$ cat config.mk
export PLATFORM = sky130hd
export DESIGN_NAME = spc_sat_mul
export DESIGN_NICKNAME = d
export VERILOG_FILES = /design/src/rtl/core/spc_pkg.sv /design/src/rtl/core/spc_sat_mul.sv
export SDC_FILE = /design/constraint.sdc
export NUM_CORES = 2
export LEC_CHECK = 0
export BUFFER_PORTS_ARGS = -buffer_cell sky130_fd_sc_hd__buf_2
export CORE_MARGIN = 8
export CORE_UTILIZATION = 60
export DETAILED_ROUTE_END_ITERATION = 8
export PLACE_DENSITY = 0.81
export SYNTH_ARGS = -nofsm -noshare
export SYNTH_HDL_FRONTEND = slang
export SYNTH_SLANG_ARGS = --single-unit
$ cat constraint.sdc
create_clock -name vclk -period 9
set_input_delay 1.35 -clock vclk [all_inputs]
set_output_delay 1.35 -clock vclk [all_outputs]
set_load 0.05 [all_outputs]
$ cat src/rtl/core/spc_pkg.sv
`timescale 1ns / 1ps
// ----------------------------------------------------------------------------
// spc_pkg
// Shared constants, register indexes and helpers for the per-channel speed PID.
// ----------------------------------------------------------------------------
package spc_pkg;

   localparam int CHANNELS = 2;
   localparam int CH_IDX_W = (CHANNELS > 1) ? $clog2(CHANNELS) : 1;

   localparam int GAIN_W  = 32;
   localparam int SPEED_W = 16;
   localparam int ERR_W   = SPEED_W + 1;
   localparam int DERR_W  = ERR_W + 1;
   localparam int SUM_W   = GAIN_W + 2;

   localparam int CSR_IDX_W = 2;

   typedef enum logic [CSR_IDX_W-1:0] {
      REG_GAIN_P = 2'd0,
      REG_GAIN_I = 2'd1,
      REG_GAIN_D = 2'd2
   } csr_reg_type;

   localparam logic signed [GAIN_W-1:0] GAIN_P_RESET = 32'sd4949279;
   localparam logic signed [GAIN_W-1:0] GAIN_I_RESET = 32'sd16777;
   localparam logic signed [GAIN_W-1:0] GAIN_D_RESET = 32'sd0;

   // Q8.24 limits: +/-10, +/-0.2, +/-100
   localparam logic signed [SUM_W-1:0] INTEG_LIMIT = 34'sd167772160;
   localparam logic signed [SUM_W-1:0] DERIV_LIMIT = 34'sd3355443;
   localparam logic signed [SUM_W-1:0] DRIVE_LIMIT = 34'sd1677721600;

   function automatic logic signed [SUM_W-1:0] clamp_sym(
      input logic signed [SUM_W-1:0] v,
      input logic signed [SUM_W-1:0] lim
   );
      logic signed [SUM_W-1:0] r;
      r = v;
      if (v > lim) begin
         r = lim;
      end else if (v < -lim) begin
         r = -lim;
      end
      return r;
   endfunction

endpackage

$ cat src/rtl/core/spc_sat_mul.sv
`timescale 1ns / 1ps
// ----------------------------------------------------------------------------
// spc_sat_mul
// Signed Q8.24 gain times signed integer, saturated to the 32-bit range.
// ----------------------------------------------------------------------------
module spc_sat_mul (
   input  logic signed [spc_pkg::GAIN_W-1:0] gain,
   input  logic signed [spc_pkg::DERR_W-1:0] x,
   output logic signed [spc_pkg::GAIN_W-1:0] prod
);

   localparam int PROD_W = spc_pkg::GAIN_W + spc_pkg::DERR_W;

   logic signed [PROD_W-1:0] full;
   logic                     ovf;

   assign full = PROD_W'(gain) * PROD_W'(x);
   // overflow when the bits above the 32-bit sign are not all copies of it
   assign ovf  = (full[PROD_W-1:spc_pkg::GAIN_W-1] != {(PROD_W-spc_pkg::GAIN_W+1){1'b0}}) &&
                 (full[PROD_W-1:spc_pkg::GAIN_W-1] != {(PROD_W-spc_pkg::GAIN_W+1){1'b1}});

   always_comb begin
      if (!ovf) begin
         prod = full[spc_pkg::GAIN_W-1:0];
      end else if (full[PROD_W-1]) begin
         prod = {1'b1, {(spc_pkg::GAIN_W-1){1'b0}}};
      end else begin
         prod = {1'b0, {(spc_pkg::GAIN_W-1){1'b1}}};
      end
   end

endmodule

==> out/results.tsv <==
stage	metric	value	unit
flow_run	Max Cap Violations	0	
sta	Slew Limit Headroom	0.6617	
grt	initial antenna violation count	1	
synthesis	top cells by count, synth	614 x inv_1, 553 x fa_1, 394 x nand2_1, 205 x and2_1, 124 x clkbuf_1	
synthesis	sequential area share after synthesis	0	
critical_path	crit-path most repeated cell	fa_1	
worst_hold_path	worst hold path class	input port to primary output	
synthesis	post-synthesis cell count	2412	
final_layout	nets	3483	
outcome	failing checks	negative setup slack	
floorplanning	Die H	201.7	um
synthesis	distinct cell type count after synthesis	62	
critical_path	Slowest cell on crit path	fa_1	
floorplanning	row cnt	68	
drt	first drt pass iteration count	5	
grt	largest net degree at the start of global routing	26	
sta	Hold Fails Final Rpt	0	
drt	drt drc	0	
final_layout	FILL cells	2041	
floorplanning	I/O Pins	82	
drt	vias per inst	5.782	
sta	period utilization	1.090	
grt	gr ovfl total	0	
final_layout	clk_buf instances	0	
final_layout	flip-flop and latch area	0	um2
critical_path	critical path launch point	x[10]	
drt	post-route ant nets	0	
floorplanning	DIE AREA	0.04067	mm2
synthesis	syn_area_per_cell	8.576	um2
sta	Tmin final	9.806	ns
grt	first-pass GRT wire length	105.5	mm
drt	WL final	68.98	mm
place	Place WS	-0.9858	ns
synthesis	dominant cell type by area after synthesis	fa_1	
drt	WL per Instance	21.47	um
place	IO Port Bufs	82	
synthesis	count leader, synth	inv_1	
sta	Final setup viols	32	
critical_path	crit-path leading delay family	adder cells	
critical_path	CP Class	input port to primary output	
sta	slew at the pin closest to its max-slew limit	0.5058	ns
drt	vias	18576	
critical_path	WP buf/inv	12	
synthesis	post-synth design cell area	0.02069	mm2
floorplanning	Initial Util	0.6033	
clock_network	hold_buf cts	0	
drt	initial DRC count	1562	
grt	vias in the first global route	20761	
place	hpwl dp	51.39	mm
critical_path	Critical Path Start Type	input port	
place	GP Congestion	0.9667	
floorplanning	Core ar.	0.03429	mm2
synthesis	yosys warns	0	
critical_path	CP max FO	8	
final_layout	share of cells above drive strength 1	0.2521	
sta	Worst Slack Setup Final	-0.8059	ns
final_layout	P&R area growth vs syn	28.92	%
floorplanning	DIE WIDTH	201.7	um
critical_path	critical path depth	30	
sta	fin. max-slew vios	0	
critical_path	CP peak stage delay	0.59	ns
synthesis	synth top area cells	fa_1 54%, inv_1 11%, ha_1 7.3%, nand2_1 7.1%, and2_1 6.2%	
critical_path	CP Capture Type	primary output	
critical_path	Worst EP arrival	8.46	ns
synthesis	top-area cell type share of the netlist area	0.5352	
outcome	outcome	finished, violations left	
critical_path	worst path required time	7.65	ns
final_layout	FF+latch count	0	
critical_path	crit path to	prod[4]	
grt	Overall Global Routing Usage	0.3223	
sta	Highest Clock Rate	102.0	MHz
synthesis	syn nets	3136	
sta	RSZ-0062 raised after global routing	yes	
[routing by layer]
metal | up-vias | routed length (um) | track usage
li1 | 7730 | - | -
met1 | 9245 | 23240 | 0.3706
met2 | 1216 | 33940 | 0.5748
met3 | 383 | 6965 | 0.05388
met4 | 2 | 4816 | 0.1607
met5 | - | 13 | 0
[through the flow]
step	TNS (ns)	cells	utilization	instance area, um2	hold slack [ns]
3_3_place_gp	-28.04	3144	0.7134	24460	3.449
4_1_cts	-14.79	3190	0.7566	25940	3.384
3_5_place_dp	-30.30	3144	0.7134	24460	3.440
5_1_grt	-29.09	3212	0.7777	26670	3.418
2_1_floorplan	-1.487	2412	-	21600	2.908
6_report	-23.68	3213	0.7778	26670	3.391
[how the worst min path moves through the flow]
stage            start       to  slack [ns]  cells after the start
6_report       gain[0]  prod[0]        3.39                      5
5_1_grt        gain[0]  prod[0]        3.42                      5
4_1_cts        gain[0]  prod[0]        3.38                      5
3_5_place_dp   gain[0]  prod[0]        3.44                      5
3_3_place_gp   gain[0]  prod[0]        3.45                      5
2_1_floorplan     x[0]  prod[0]        2.91                      2
[area by class of cell]
cell class / count / area [um2] / area share
timing repair buffer: 477 / 4568 / 0.1713
antenna: 1 / 2.502 / 0.00009383
multi-input combinational: 1666 / 19210 / 0.7205
tap: 455 / 569.3 / 0.02135
inverter: 614 / 2315 / 0.08680
[kinds of logic after synthesis]
group           synth area share
simple gates              0.1729
xor+xnor                 0.01863
buf+inv                   0.1368
fa+ha+maj                 0.6084
mux                     0.001028
compound gates           0.06230
[what timing repair did]
action	CTS	global route
gates cloned	9	1
pin swaps	82	80
setup endpoints to repair	32	32
buffers inserted	37	23
resized for setup	233	135
[layout by cell type, fill, tap and decap left out, types with 5 or more instances in the layout]
cell,synthesis,layout
fa_2,0,18
fa_1,553,535
buf_2,4,14
inv_1,614,588
a21oi_4,0,36
a21oi_1,79,37
a21oi_2,4,10
nand3_1,13,11
nor2_1,47,37
buf_8,0,14
buf_12,0,40
nor3_1,12,7
o21ai_1,1,8
xor2_1,19,17
ha_1,121,92
or3_1,7,6
inv_2,0,23
and2_1,205,187
and2_4,0,18
ha_4,0,27
buf_4,0,340
a2111oi_4,0,5
nand2_2,0,9
o21a_1,7,6
buf_16,0,8
and4_1,8,6
nor2_2,0,8
nand2b_1,18,17
o21ai_0,34,25
nand2_1,394,383
a21o_1,11,11
xnor2_1,25,23
nand4_1,14,14
buf_6,3,57
